## config.mk

```make
export PLATFORM = sky130hd
export DESIGN_NAME = yoyo_position_controller_top_flat
export DESIGN_NICKNAME = d
export VERILOG_FILES = /design/src/yoyo_pc_pkg.sv /design/src/yoyo_pc_in_if.sv /design/src/yoyo_pc_out_if.sv /design/src/yoyo_pc_ctrl.sv /design/src/yoyo_pc_drive.sv /design/src/yoyo_position_controller_top.sv /design/src/flat_wrapper.sv
export VERILOG_INCLUDE_DIRS = /design/src /design/src/src
export SDC_FILE = /design/constraint.sdc
export NUM_CORES = 2
export LEC_CHECK = 0
export ABC_AREA = 1
export BUFFER_PORTS_ARGS = -buffer_cell sky130_fd_sc_hd__buf_2
export CORE_UTILIZATION = 60
export DETAILED_ROUTE_END_ITERATION = 8
export PLACE_DENSITY = 0.75
export SYNTH_ARGS = -nofsm -noshare
export SYNTH_HDL_FRONTEND = slang
export SYNTH_SLANG_ARGS = --single-unit
```

## constraint.sdc

```tcl
create_clock -name clk -period 7.5 [get_ports clk]
set_input_delay 0.75 -clock clk [delete_from_list [all_inputs] [get_ports clk]]
set_output_delay 0.75 -clock clk [all_outputs]
set_load 0.01 [all_outputs]
```

## src/yoyo_position_controller_top_macros.svh

```systemverilog
// ----------------------------------------------------------------------------
// Assertion macros for the yoyo position controller
// Short forms of the concurrent checks, clocked on clk, off during reset.
// ----------------------------------------------------------------------------
`ifndef YOYO_POSITION_CONTROLLER_TOP_MACROS_SVH
`define YOYO_POSITION_CONTROLLER_TOP_MACROS_SVH

// Same-cycle implication
`define YPC_ASSERT_SAME(label, ante, cons, msg) \
    label: assert property (@(posedge clk) disable iff (!rst_n) (ante) |-> (cons)) \
        else $error(msg);

// Next-cycle implication
`define YPC_ASSERT_NEXT(label, ante, cons, msg) \
    label: assert property (@(posedge clk) disable iff (!rst_n) (ante) |=> (cons)) \
        else $error(msg);

`endif

```

## src/yoyo_pc_pkg.sv

```systemverilog
// ----------------------------------------------------------------------------
// yoyo_pc_pkg
// Widths, phase codes, register indexes and shared types of the controller.
// ----------------------------------------------------------------------------
package yoyo_pc_pkg;

    localparam int POS_W      = 32;
    localparam int ERR_W      = POS_W + 1;
    localparam int CNT_W      = 16;
    localparam int TOL_W      = 20;
    localparam int GAIN_W     = 24;
    localparam int FRAC_BITS  = 16;
    localparam int PROD_W     = POS_W + GAIN_W;
    localparam int MAG_W      = PROD_W - FRAC_BITS;
    localparam int SPD_W      = 12;
    localparam int CMD_W      = SPD_W + 1;
    localparam int PHASE_W    = 3;
    localparam int CFG_IDX_W  = 3;
    localparam int CFG_DATA_W = 32;

    localparam logic [PHASE_W-1:0] PH_IDLE       = 3'd0;
    localparam logic [PHASE_W-1:0] PH_MOVE_LOW   = 3'd1;
    localparam logic [PHASE_W-1:0] PH_DWELL_LOW  = 3'd2;
    localparam logic [PHASE_W-1:0] PH_MOVE_HIGH  = 3'd3;
    localparam logic [PHASE_W-1:0] PH_DWELL_HIGH = 3'd4;

    localparam logic [CFG_IDX_W-1:0] CFG_TARGET_LOW  = 3'd0;
    localparam logic [CFG_IDX_W-1:0] CFG_TARGET_HIGH = 3'd1;
    localparam logic [CFG_IDX_W-1:0] CFG_TOLERANCE   = 3'd2;
    localparam logic [CFG_IDX_W-1:0] CFG_GAIN        = 3'd3;
    localparam logic [CFG_IDX_W-1:0] CFG_SPEED_MIN   = 3'd4;
    localparam logic [CFG_IDX_W-1:0] CFG_SPEED_MAX   = 3'd5;
    localparam logic [CFG_IDX_W-1:0] CFG_CYCLE_COUNT = 3'd6;
    localparam logic [CFG_IDX_W-1:0] CFG_DWELL_TICKS = 3'd7;

    localparam logic [SPD_W-1:0] SPEED_MIN_RST = 12'd1400;
    localparam logic [SPD_W-1:0] SPEED_MAX_RST = 12'd3200;

    typedef struct packed {
        logic [POS_W-1:0]  target_low;
        logic [POS_W-1:0]  target_high;
        logic [TOL_W-1:0]  tolerance;
        logic [GAIN_W-1:0] gain;
        logic [SPD_W-1:0]  speed_min;
        logic [SPD_W-1:0]  speed_max;
        logic [CNT_W-1:0]  cycle_count;
        logic [CNT_W-1:0]  dwell_ticks;
    } cfg_t;

    typedef struct packed {
        logic [PHASE_W-1:0] phase;
        logic               sample_valid;
        logic               test_done;
    } status_t;

endpackage

```

## src/yoyo_pc_in_if.sv

```systemverilog
// ----------------------------------------------------------------------------
// yoyo_pc_in_if
// Input channel: start or tick beats with encoder count and abort.
// ----------------------------------------------------------------------------
interface yoyo_pc_in_if;
    logic                                valid;
    logic                                ready;
    logic                                operation;
    logic signed [yoyo_pc_pkg::POS_W-1:0] encoder_count;
    logic                                abort;

    modport source (output valid, operation, encoder_count, abort, input ready);
    modport sink   (input valid, operation, encoder_count, abort, output ready);
endinterface

```

## src/yoyo_pc_out_if.sv

```systemverilog
// ----------------------------------------------------------------------------
// yoyo_pc_out_if
// Result channel: speed command and test status per beat.
// ----------------------------------------------------------------------------
interface yoyo_pc_out_if;
    logic                                  valid;
    logic                                  ready;
    logic signed [yoyo_pc_pkg::CMD_W-1:0]   speed_command;
    logic [yoyo_pc_pkg::PHASE_W-1:0]        phase;
    logic                                  sample_valid;
    logic                                  test_done;

    modport source (output valid, speed_command, phase, sample_valid, test_done,
                    input ready);
    modport sink   (input valid, speed_command, phase, sample_valid, test_done,
                    output ready);
endinterface

```

## src/yoyo_pc_ctrl.sv

```systemverilog
// ----------------------------------------------------------------------------
// yoyo_pc_ctrl
// Test sequencer: phase, cycle and dwell counters, move-complete decision.
// ----------------------------------------------------------------------------
module yoyo_pc_ctrl (
    input  logic                                 clk,
    input  logic                                 rst_n,
    input  logic                                 step,
    input  logic                                 op_start,
    input  logic                                 op_abort,
    input  logic [yoyo_pc_pkg::ERR_W-1:0]        err_low,
    input  logic [yoyo_pc_pkg::ERR_W-1:0]        err_high,
    input  yoyo_pc_pkg::cfg_t                    cfg,
    output yoyo_pc_pkg::status_t                 status_reg,
    output logic                                 drive_reg,
    output logic [yoyo_pc_pkg::ERR_W-1:0]        err_reg
);

    logic [yoyo_pc_pkg::PHASE_W-1:0] phase_reg, phase_next, phase_cur;
    logic [yoyo_pc_pkg::CNT_W-1:0]   cycles_reg, cycles_next, cycles_dec;
    logic [yoyo_pc_pkg::CNT_W-1:0]   dwell_reg, dwell_next, dwell_dec;
    logic [yoyo_pc_pkg::ERR_W-1:0]   err_sel, neg_tol;
    logic                            side_high, near, after_dwell;
    logic                            sample_valid, test_done, drive;

    assign phase_cur  = (phase_reg > yoyo_pc_pkg::PH_DWELL_HIGH) ? yoyo_pc_pkg::PH_IDLE
                                                                  : phase_reg;
    assign side_high  = (phase_cur == yoyo_pc_pkg::PH_MOVE_HIGH) ||
                        (phase_cur == yoyo_pc_pkg::PH_DWELL_HIGH);
    assign err_sel    = side_high ? err_high : err_low;
    assign neg_tol    = yoyo_pc_pkg::ERR_W'(0) - yoyo_pc_pkg::ERR_W'(cfg.tolerance);
    assign cycles_dec = cycles_reg - yoyo_pc_pkg::CNT_W'(1);
    assign dwell_dec  = dwell_reg - yoyo_pc_pkg::CNT_W'(1);

    // |err| < tol without taking the magnitude first
    assign near = err_sel[yoyo_pc_pkg::ERR_W-1]
                ? ($signed(err_sel) > $signed(neg_tol))
                : (err_sel < yoyo_pc_pkg::ERR_W'(cfg.tolerance));

    always_comb
    begin
        phase_next   = phase_cur;
        cycles_next  = cycles_reg;
        dwell_next   = dwell_reg;
        sample_valid = 1'b0;
        test_done    = 1'b0;
        drive        = 1'b0;
        after_dwell  = 1'b0;
        if (op_abort)
        begin
            test_done   = (phase_cur != yoyo_pc_pkg::PH_IDLE);
            phase_next  = yoyo_pc_pkg::PH_IDLE;
            cycles_next = '0;
            dwell_next  = '0;
        end
        else if (op_start)
        begin
            cycles_next = cfg.cycle_count;
            dwell_next  = '0;
            if (cfg.cycle_count == '0)
            begin
                phase_next = yoyo_pc_pkg::PH_IDLE;
                test_done  = 1'b1;
            end
            else
            begin
                phase_next = yoyo_pc_pkg::PH_MOVE_LOW;
            end
        end
        else
        begin
            case (phase_cur)
                yoyo_pc_pkg::PH_MOVE_LOW, yoyo_pc_pkg::PH_MOVE_HIGH:
                begin
                    sample_valid = 1'b1;
                    if (!near)
                    begin
                        drive = 1'b1;
                    end
                    else
                    begin
                        dwell_next = cfg.dwell_ticks;
                        if (cfg.dwell_ticks == '0)
                            after_dwell = 1'b1;
                        else
                            phase_next = side_high ? yoyo_pc_pkg::PH_DWELL_HIGH
                                                   : yoyo_pc_pkg::PH_DWELL_LOW;
                    end
                end
                yoyo_pc_pkg::PH_DWELL_LOW, yoyo_pc_pkg::PH_DWELL_HIGH:
                begin
                    sample_valid = 1'b1;
                    dwell_next   = dwell_dec;
                    if (dwell_dec == '0)
                        after_dwell = 1'b1;
                end
                default:
                begin
                    phase_next = yoyo_pc_pkg::PH_IDLE;
                end
            endcase

            // leave the dwell: go up, or count one cycle and maybe finish
            if (after_dwell)
            begin
                if (!side_high)
                begin
                    phase_next = yoyo_pc_pkg::PH_MOVE_HIGH;
                end
                else
                begin
                    cycles_next = cycles_dec;
                    if (cycles_dec == '0)
                    begin
                        phase_next = yoyo_pc_pkg::PH_IDLE;
                        test_done  = 1'b1;
                    end
                    else
                    begin
                        phase_next = yoyo_pc_pkg::PH_MOVE_LOW;
                    end
                end
            end
        end
    end

    always_ff @(posedge clk or negedge rst_n)
    begin
        if (!rst_n)
        begin
            phase_reg  <= yoyo_pc_pkg::PH_IDLE;
            cycles_reg <= '0;
            dwell_reg  <= '0;
        end
        else if (step)
        begin
            phase_reg  <= phase_next;
            cycles_reg <= cycles_next;
            dwell_reg  <= dwell_next;
        end
    end

    always_ff @(posedge clk)
    begin
        if (step)
        begin
            status_reg.phase        <= phase_next;
            status_reg.sample_valid <= sample_valid;
            status_reg.test_done    <= test_done;
            drive_reg               <= drive;
            err_reg                 <= err_sel;
        end
    end

endmodule

```

## src/yoyo_pc_drive.sv

```systemverilog
// ----------------------------------------------------------------------------
// yoyo_pc_drive
// Drive path: error magnitude, gain multiply, clamp and sign of the command.
// ----------------------------------------------------------------------------
module yoyo_pc_drive (
    input  logic                                  clk,
    input  logic                                  en_abs,
    input  logic                                  en_mul,
    input  logic                                  en_out,
    input  yoyo_pc_pkg::status_t                  status_in,
    input  logic                                  drive_in,
    input  logic [yoyo_pc_pkg::ERR_W-1:0]         err_in,
    input  yoyo_pc_pkg::cfg_t                     cfg,
    output yoyo_pc_pkg::status_t                  status_reg,
    output logic signed [yoyo_pc_pkg::CMD_W-1:0]  cmd_reg
);

    // magnitude stage
    yoyo_pc_pkg::status_t              abs_status_reg;
    logic                              abs_drive_reg, abs_neg_reg;
    logic [yoyo_pc_pkg::POS_W-1:0]     abs_err_reg;
    logic [yoyo_pc_pkg::ERR_W-1:0]     err_negated;
    logic [yoyo_pc_pkg::POS_W-1:0]     err_abs;

    // multiply stage
    yoyo_pc_pkg::status_t              mul_status_reg;
    logic                              mul_neg_reg;
    logic [yoyo_pc_pkg::MAG_W-1:0]     mul_mag_reg;
    logic [yoyo_pc_pkg::PROD_W-1:0]    product;

    // clamp
    logic [yoyo_pc_pkg::SPD_W-1:0]     mag_sat;
    logic [yoyo_pc_pkg::CMD_W-1:0]     mag_ext;

    assign err_negated = yoyo_pc_pkg::ERR_W'(0) - err_in;
    assign err_abs     = err_in[yoyo_pc_pkg::ERR_W-1] ? err_negated[yoyo_pc_pkg::POS_W-1:0]
                                                      : err_in[yoyo_pc_pkg::POS_W-1:0];

    always_ff @(posedge clk)
    begin
        if (en_abs)
        begin
            abs_status_reg <= status_in;
            abs_drive_reg  <= drive_in;
            abs_neg_reg    <= drive_in & err_in[yoyo_pc_pkg::ERR_W-1];
            abs_err_reg    <= err_abs;
        end
    end

    assign product = yoyo_pc_pkg::PROD_W'(abs_err_reg) * yoyo_pc_pkg::PROD_W'(cfg.gain);

    always_ff @(posedge clk)
    begin
        if (en_mul)
        begin
            mul_status_reg <= abs_status_reg;
            mul_neg_reg    <= abs_neg_reg;
            mul_mag_reg    <= abs_drive_reg ? product[yoyo_pc_pkg::PROD_W-1:yoyo_pc_pkg::FRAC_BITS]
                                            : '0;
        end
    end

    // saturate first, then lift a small nonzero drive to the minimum
    always_comb
    begin
        if (mul_mag_reg > yoyo_pc_pkg::MAG_W'(cfg.speed_max))
            mag_sat = cfg.speed_max;
        else if ((mul_mag_reg != '0) &&
                 (mul_mag_reg < yoyo_pc_pkg::MAG_W'(cfg.speed_min)))
            mag_sat = cfg.speed_min;
        else
            mag_sat = mul_mag_reg[yoyo_pc_pkg::SPD_W-1:0];
    end

    assign mag_ext = {1'b0, mag_sat};

    always_ff @(posedge clk)
    begin
        if (en_out)
        begin
            status_reg <= mul_status_reg;
            cmd_reg    <= mul_neg_reg ? $signed(yoyo_pc_pkg::CMD_W'(0) - mag_ext)
                                      : $signed(mag_ext);
        end
    end

endmodule

```

## src/yoyo_position_controller_top.sv

```systemverilog
// ----------------------------------------------------------------------------
// yoyo_position_controller_top
// Cyclic low/high position test with a saturated proportional drive.
//
//   channel | dir | beat contents
//   --------+-----+---------------------------------------------------
//   req     | in  | operation, encoder_count, abort
//   rsp     | out | speed_command, phase, sample_valid, test_done
//   cfg     | in  | cfg_we, cfg_index, cfg_data (write only)
//
// One beat per cycle sustained while rsp is ready; a beat is registered in the
// error register at the edge that takes it, then in sequencer, magnitude,
// multiply and output. The sequencer updates phase and counters once per beat.
// Each stage holds under back-pressure and moves up into an empty slot, so
// req stays ready while bubbles remain. Reset is asynchronous, active low;
// the test is idle; only config, valid bits and sequencer state are reset.
// ----------------------------------------------------------------------------
`include "yoyo_position_controller_top_macros.svh"

module yoyo_position_controller_top (
    input  logic                                   clk,
    input  logic                                   rst_n,
    input  logic                                   cfg_we,
    input  logic [yoyo_pc_pkg::CFG_IDX_W-1:0]      cfg_index,
    input  logic [yoyo_pc_pkg::CFG_DATA_W-1:0]     cfg_data,
    yoyo_pc_in_if.sink                             req,
    yoyo_pc_out_if.source                          rsp
);

    yoyo_pc_pkg::cfg_t                 cfg_reg;

    // stage valid bits: input, sequencer, magnitude, multiply, output
    logic                              in_vld_reg, seq_vld_reg, abs_vld_reg;
    logic                              mul_vld_reg, out_vld_reg;
    logic                              adv_in, adv_seq, adv_abs, adv_mul, adv_out;

    logic                              in_start_reg, in_abort_reg;
    logic [yoyo_pc_pkg::ERR_W-1:0]     in_err_low_reg, in_err_high_reg;

    yoyo_pc_pkg::status_t              seq_status, out_status;
    logic                              seq_drive;
    logic [yoyo_pc_pkg::ERR_W-1:0]     seq_err;
    logic signed [yoyo_pc_pkg::CMD_W-1:0] out_cmd;

    always_ff @(posedge clk or negedge rst_n)
    begin
        if (!rst_n)
        begin
            cfg_reg.target_low  <= '0;
            cfg_reg.target_high <= '0;
            cfg_reg.tolerance   <= '0;
            cfg_reg.gain        <= '0;
            cfg_reg.speed_min   <= yoyo_pc_pkg::SPEED_MIN_RST;
            cfg_reg.speed_max   <= yoyo_pc_pkg::SPEED_MAX_RST;
            cfg_reg.cycle_count <= '0;
            cfg_reg.dwell_ticks <= '0;
        end
        else if (cfg_we)
        begin
            case (cfg_index)
                yoyo_pc_pkg::CFG_TARGET_LOW:
                    cfg_reg.target_low  <= cfg_data[yoyo_pc_pkg::POS_W-1:0];
                yoyo_pc_pkg::CFG_TARGET_HIGH:
                    cfg_reg.target_high <= cfg_data[yoyo_pc_pkg::POS_W-1:0];
                yoyo_pc_pkg::CFG_TOLERANCE:
                    cfg_reg.tolerance   <= cfg_data[yoyo_pc_pkg::TOL_W-1:0];
                yoyo_pc_pkg::CFG_GAIN:
                    cfg_reg.gain        <= cfg_data[yoyo_pc_pkg::GAIN_W-1:0];
                yoyo_pc_pkg::CFG_SPEED_MIN:
                    cfg_reg.speed_min   <= cfg_data[yoyo_pc_pkg::SPD_W-1:0];
                yoyo_pc_pkg::CFG_SPEED_MAX:
                    cfg_reg.speed_max   <= cfg_data[yoyo_pc_pkg::SPD_W-1:0];
                yoyo_pc_pkg::CFG_CYCLE_COUNT:
                    cfg_reg.cycle_count <= cfg_data[yoyo_pc_pkg::CNT_W-1:0];
                yoyo_pc_pkg::CFG_DWELL_TICKS:
                    cfg_reg.dwell_ticks <= cfg_data[yoyo_pc_pkg::CNT_W-1:0];
                default:
                    ;
            endcase
        end
    end

    // a stage advances when it is empty or its successor advances
    assign adv_out   = !out_vld_reg || rsp.ready;
    assign adv_mul   = !mul_vld_reg || adv_out;
    assign adv_abs   = !abs_vld_reg || adv_mul;
    assign adv_seq   = !seq_vld_reg || adv_abs;
    assign adv_in    = !in_vld_reg  || adv_seq;
    assign req.ready = adv_in;

    always_ff @(posedge clk or negedge rst_n)
    begin
        if (!rst_n)
        begin
            in_vld_reg  <= 1'b0;
            seq_vld_reg <= 1'b0;
            abs_vld_reg <= 1'b0;
            mul_vld_reg <= 1'b0;
            out_vld_reg <= 1'b0;
        end
        else
        begin
            if (adv_in)
                in_vld_reg  <= req.valid;
            if (adv_seq)
                seq_vld_reg <= in_vld_reg;
            if (adv_abs)
                abs_vld_reg <= seq_vld_reg;
            if (adv_mul)
                mul_vld_reg <= abs_vld_reg;
            if (adv_out)
                out_vld_reg <= mul_vld_reg;
        end
    end

    // errors against both targets; the sequencer picks one by phase
    always_ff @(posedge clk)
    begin
        if (adv_in && req.valid)
        begin
            in_start_reg    <= req.operation;
            in_abort_reg    <= req.abort;
            in_err_low_reg  <= {cfg_reg.target_low[yoyo_pc_pkg::POS_W-1], cfg_reg.target_low}
                             - {req.encoder_count[yoyo_pc_pkg::POS_W-1], req.encoder_count};
            in_err_high_reg <= {cfg_reg.target_high[yoyo_pc_pkg::POS_W-1], cfg_reg.target_high}
                             - {req.encoder_count[yoyo_pc_pkg::POS_W-1], req.encoder_count};
        end
    end

    yoyo_pc_ctrl u_ctrl (
        .clk        (clk),
        .rst_n      (rst_n),
        .step       (adv_seq && in_vld_reg),
        .op_start   (in_start_reg),
        .op_abort   (in_abort_reg),
        .err_low    (in_err_low_reg),
        .err_high   (in_err_high_reg),
        .cfg        (cfg_reg),
        .status_reg (seq_status),
        .drive_reg  (seq_drive),
        .err_reg    (seq_err)
    );

    yoyo_pc_drive u_drive (
        .clk        (clk),
        .en_abs     (adv_abs && seq_vld_reg),
        .en_mul     (adv_mul && abs_vld_reg),
        .en_out     (adv_out && mul_vld_reg),
        .status_in  (seq_status),
        .drive_in   (seq_drive),
        .err_in     (seq_err),
        .cfg        (cfg_reg),
        .status_reg (out_status),
        .cmd_reg    (out_cmd)
    );

    assign rsp.valid         = out_vld_reg;
    assign rsp.speed_command = out_cmd;
    assign rsp.phase         = out_status.phase;
    assign rsp.sample_valid  = out_status.sample_valid;
    assign rsp.test_done     = out_status.test_done;

    `YPC_ASSERT_SAME(a_done_is_idle, rsp.valid && rsp.test_done, rsp.phase == yoyo_pc_pkg::PH_IDLE, "test_done with a phase other than idle")
    `YPC_ASSERT_SAME(a_drive_in_move, rsp.valid && (rsp.speed_command != '0), rsp.sample_valid && (rsp.phase == yoyo_pc_pkg::PH_MOVE_LOW || rsp.phase == yoyo_pc_pkg::PH_MOVE_HIGH), "nonzero drive outside a move")
    `YPC_ASSERT_NEXT(a_input_held, in_vld_reg && !adv_seq, in_vld_reg, "input stage lost a beat while stalled")

endmodule

```

## src/flat_wrapper.sv

```systemverilog
// flat-port wrapper written by rule: the top's interface ports become plain ports
module yoyo_position_controller_top_flat 
  (clk, rst_n, cfg_we, cfg_index, cfg_data, req_valid, req_operation, req_encoder_count, req_abort, req_ready, rsp_valid, rsp_speed_command, rsp_phase, rsp_sample_valid, rsp_test_done, rsp_ready);
  yoyo_pc_in_if req_i ();
  yoyo_pc_out_if rsp_i ();
  input  logic clk;
  input  logic rst_n;
  input  logic cfg_we;
  input  logic [yoyo_pc_pkg::CFG_IDX_W-1:0] cfg_index;
  input  logic [yoyo_pc_pkg::CFG_DATA_W-1:0] cfg_data;
  input wire logic [$bits(req_i.valid)-1:0] req_valid;
  input wire logic [$bits(req_i.operation)-1:0] req_operation;
  input wire logic [$bits(req_i.encoder_count)-1:0] req_encoder_count;
  input wire logic [$bits(req_i.abort)-1:0] req_abort;
  output wire logic [$bits(req_i.ready)-1:0] req_ready;
  output wire logic [$bits(rsp_i.valid)-1:0] rsp_valid;
  output wire logic [$bits(rsp_i.speed_command)-1:0] rsp_speed_command;
  output wire logic [$bits(rsp_i.phase)-1:0] rsp_phase;
  output wire logic [$bits(rsp_i.sample_valid)-1:0] rsp_sample_valid;
  output wire logic [$bits(rsp_i.test_done)-1:0] rsp_test_done;
  input wire logic [$bits(rsp_i.ready)-1:0] rsp_ready;
  assign req_i.valid = req_valid;
  assign req_i.operation = req_operation;
  assign req_i.encoder_count = req_encoder_count;
  assign req_i.abort = req_abort;
  assign req_ready = req_i.ready;
  assign rsp_valid = rsp_i.valid;
  assign rsp_speed_command = rsp_i.speed_command;
  assign rsp_phase = rsp_i.phase;
  assign rsp_sample_valid = rsp_i.sample_valid;
  assign rsp_test_done = rsp_i.test_done;
  assign rsp_i.ready = rsp_ready;
  yoyo_position_controller_top u_core (.clk(clk), .rst_n(rst_n), .cfg_we(cfg_we), .cfg_index(cfg_index), .cfg_data(cfg_data), .req(req_i), .rsp(rsp_i));
endmodule
```

==> impl_metrics.yaml <==
route:
  antenna_left: 0
  drc: 0
  wl_um: 128000
  drt_iter0_drc: 2840
  wl_per_cell_um: 17.8
  dr.pass1.iters: 6
  vias: 38600
  viasPerCell: 5.38
flow_run:
  max-cap-violations: 0
floorplanning:
  core_um2: 79400
  die_h_um: 286
  initial_core_util_pct: 60.9
  fp.dieW_um: 286
  pin_count: 94
  fp.dieArea_um2: 81800
  fp-row-count: 103
final_layout:
  ff_latch_area_um2: 11400
  layout-drive-gt1-share_pct: 5.93
  fin_util_pct: 65.7
  fillers: 6804
  multiInputGateArea_um2: 30400
  num_antenna_cells: 0
  largest_reg_flops: 164
  finalNetCount: 7146
  area_delta_synth_final_pct: 7.80
outcome:
  status: "completed"
timing:
  timing.fmax_mhz: 138
  tightest_slew_ps: 1110
  tns_ps: 0
  post-route-min-period_ps: 7240
  clock_skew_ps: 60.4
  maxSlewViolCount: 0
  setup_viol: 0
  slew_headroom_pct: 25.8
  hold_viol_final: 0
  period_share_pct: 96.6
global_routing:
  gr-usage-all-layers_pct: 32.4
  antenna_found_initial: 3
  grt_start_max_net_pins: 85
  grt_pass1_vias: 39600
  grt_pass1_wl_um: 207000
  grt-ovfl-total: 0
clock_network:
  h-tree-depth: 2
  numCtsBuffers: 46
  numClockSinks: 414
  clk_pin_slew_ps: 60
  cts_tree: "built"
  root_buffer: "clkbuf_16"
  clock_path_buffers: 3
  worstSkewPairLatency_ps: 610
synth:
  synthArstFlopShare_pct: 49.3
  syn-cell-area_um2: 48400
  synth-seq-cells: 414
  synth_cells: 6025
  synth_simple_gate_area_share_pct: 16.8
  synth.area.mux_share_pct: 0
  ys.flop_type: "edfxtp_1"
  synth_warnings: 0
  synth_compound_area_share_pct: 7.82
  synth_top_family_by_area: "adder cells"
  synth_edf_count: 210
  synth-seq-area-share_pct: 23.6
  syn_nets: 7082
  synthAdderAreaFrac_pct: 35.7
  avgSynthCellArea_um2: 8.03
  synth.distinct_cells: 51
  synth_xor_area_share_pct: 2.41
setup_path:
  worst_setup_path_start_kind: "flop"
  critPathKind: "reg2reg"
  critPathCaptureType: "flop"
  crit_required_ps: 7860
  critPathLaunch: "u_core.cfg_reg[65]"
  crit_path_end: "u_core.u_drive.mul_mag_reg[37]"
  arrival_ps: 7600
  regToRegSetupSlack_ps: 260
  r2r_end: "u_core.u_drive.mul_mag_reg[37]"
  critPathMaxFanout: 15
  r2r_start: "u_core.cfg_reg[65]"
  rr_worst_depth: 27
min_path:
  hold_path_class: "in2async"
place:
  port_buffers: 93
  place_congestion: 0.986
  hpwl_um: 104000
-- kinds of logic (layout without fill, tap and decap cells) --
group | Yosys count | count (layout)
AO/OA/AOI/OAI | 696 | 696
XOR/XNOR | 133 | 133
adder cells (fa/ha/maj) | 983 | 983
buffers and inverters | 1755 | 1856
flip-flops | 414 | 414
AND/OR/NAND/NOR | 2044 | 2044
-- through the flow --
stage | instance area [um2] | hold WS (ps) | std cells | setup slack [ps]
after detailed placement | 50400 | 405 | 7068 | 279
after floorplan | 48400 | 400 | 6025 | 956
after global placement | 50400 | 402 | 7068 | 335
final | 52200 | 201 | 7176 | 255
after global routing | 52200 | 246 | 7176 | -48.5
after CTS | 51900 | 216 | 7153 | 242
-- synthesized netlist by cell type (all sizes together) (85+ instances only) --
cell	count	area share, %
nand2	1528	12
dfrtp	195	10
edfxtp	210	13
nand3	85	0.91
inv	1535	12
nor2	298	2.3
a21oi	229	2.4
o21ai	346	3.6
xor2	97	1.8
fa	659	27
clkbuf	207	1.6
ha	324	8.4
-- cells in the final DEF (no fill, tap or decap), types with 124 or more instances in the layout --
cell,n
buf_4,124
fa_1,659
inv_1,1530
o21ai_0,321
nand2_1,1517
nor2_1,294
dfrtp_1,191
a21oi_1,228
ha_1,324
edfxtp_1,210
-- layer usage --
| metal | GRT usage [%] | up-vias | share of wire, % |
|---|---|---|---|
| li1 | - | 18200 | - |
| met2 | 56.0 | 1365 | 49 |
| met1 | 41.3 | 18700 | 39 |
| met4 | 12.7 | 2 | 4.2 |
| met5 | 0 | - | 0.0086 |
| met3 | 4.34 | 308 | 7.3 |
-- area by class of cell --
type	count	share of cell area (%)
clock buffer	63	2.53
clock inverter	22	0.386
inverter	1536	11.1
multi-input combinational	3856	58.2
sequential	414	21.9
tap	1050	2.52
timing repair buffer	235	3.39
-- worst min-delay path by stage --
stage | end | cells after the start
after floorplan | u_core.u_drive.abs_status_reg[0] | 0
after global placement | u_core.u_drive.abs_status_reg[2] | 0
after detailed placement | u_core.u_drive.abs_status_reg[2] | 0
after CTS | u_core.u_ctrl.dwell_reg[3] | 1
after global routing | u_core.u_ctrl.dwell_reg[3] | 1
final | u_core.u_ctrl.dwell_reg[3] | 1
-- worst max-delay path, cell delays in order (launching register included) --
cell     delay (ps)
dfrtp_1         560
buf_12          210
buf_4           190
nand2_1          90
fa_1            530
inv_1            60
fa_1            530
inv_1            50
fa_1            490
inv_1            50
fa_1            580
fa_1            460
fa_1            500
inv_1            50
fa_1            470
inv_1            40
ha_1            380
nand2_1         150
nor2_1          190
nand2_1         100
nor4_1          430
nand3_1         150
nand4_1         230
nand2_1          80
nand2_1         110
a21oi_1          90
o21ai_0         150
a21oi_1          50
-- timing repair --
item | 4_1_cts | 5_1_grt
hold buffers | 0 | 0
endpoints found under the hold margin | 0 | 0
setup buffers | 0 | 23
gates resized for setup | 0 | 6
endpoints found under the setup margin | 0 | 8
Power is left out: the tool's default activity adds up to more than one toggle a clock period on the data nets, which glitch-free logic cannot reach.
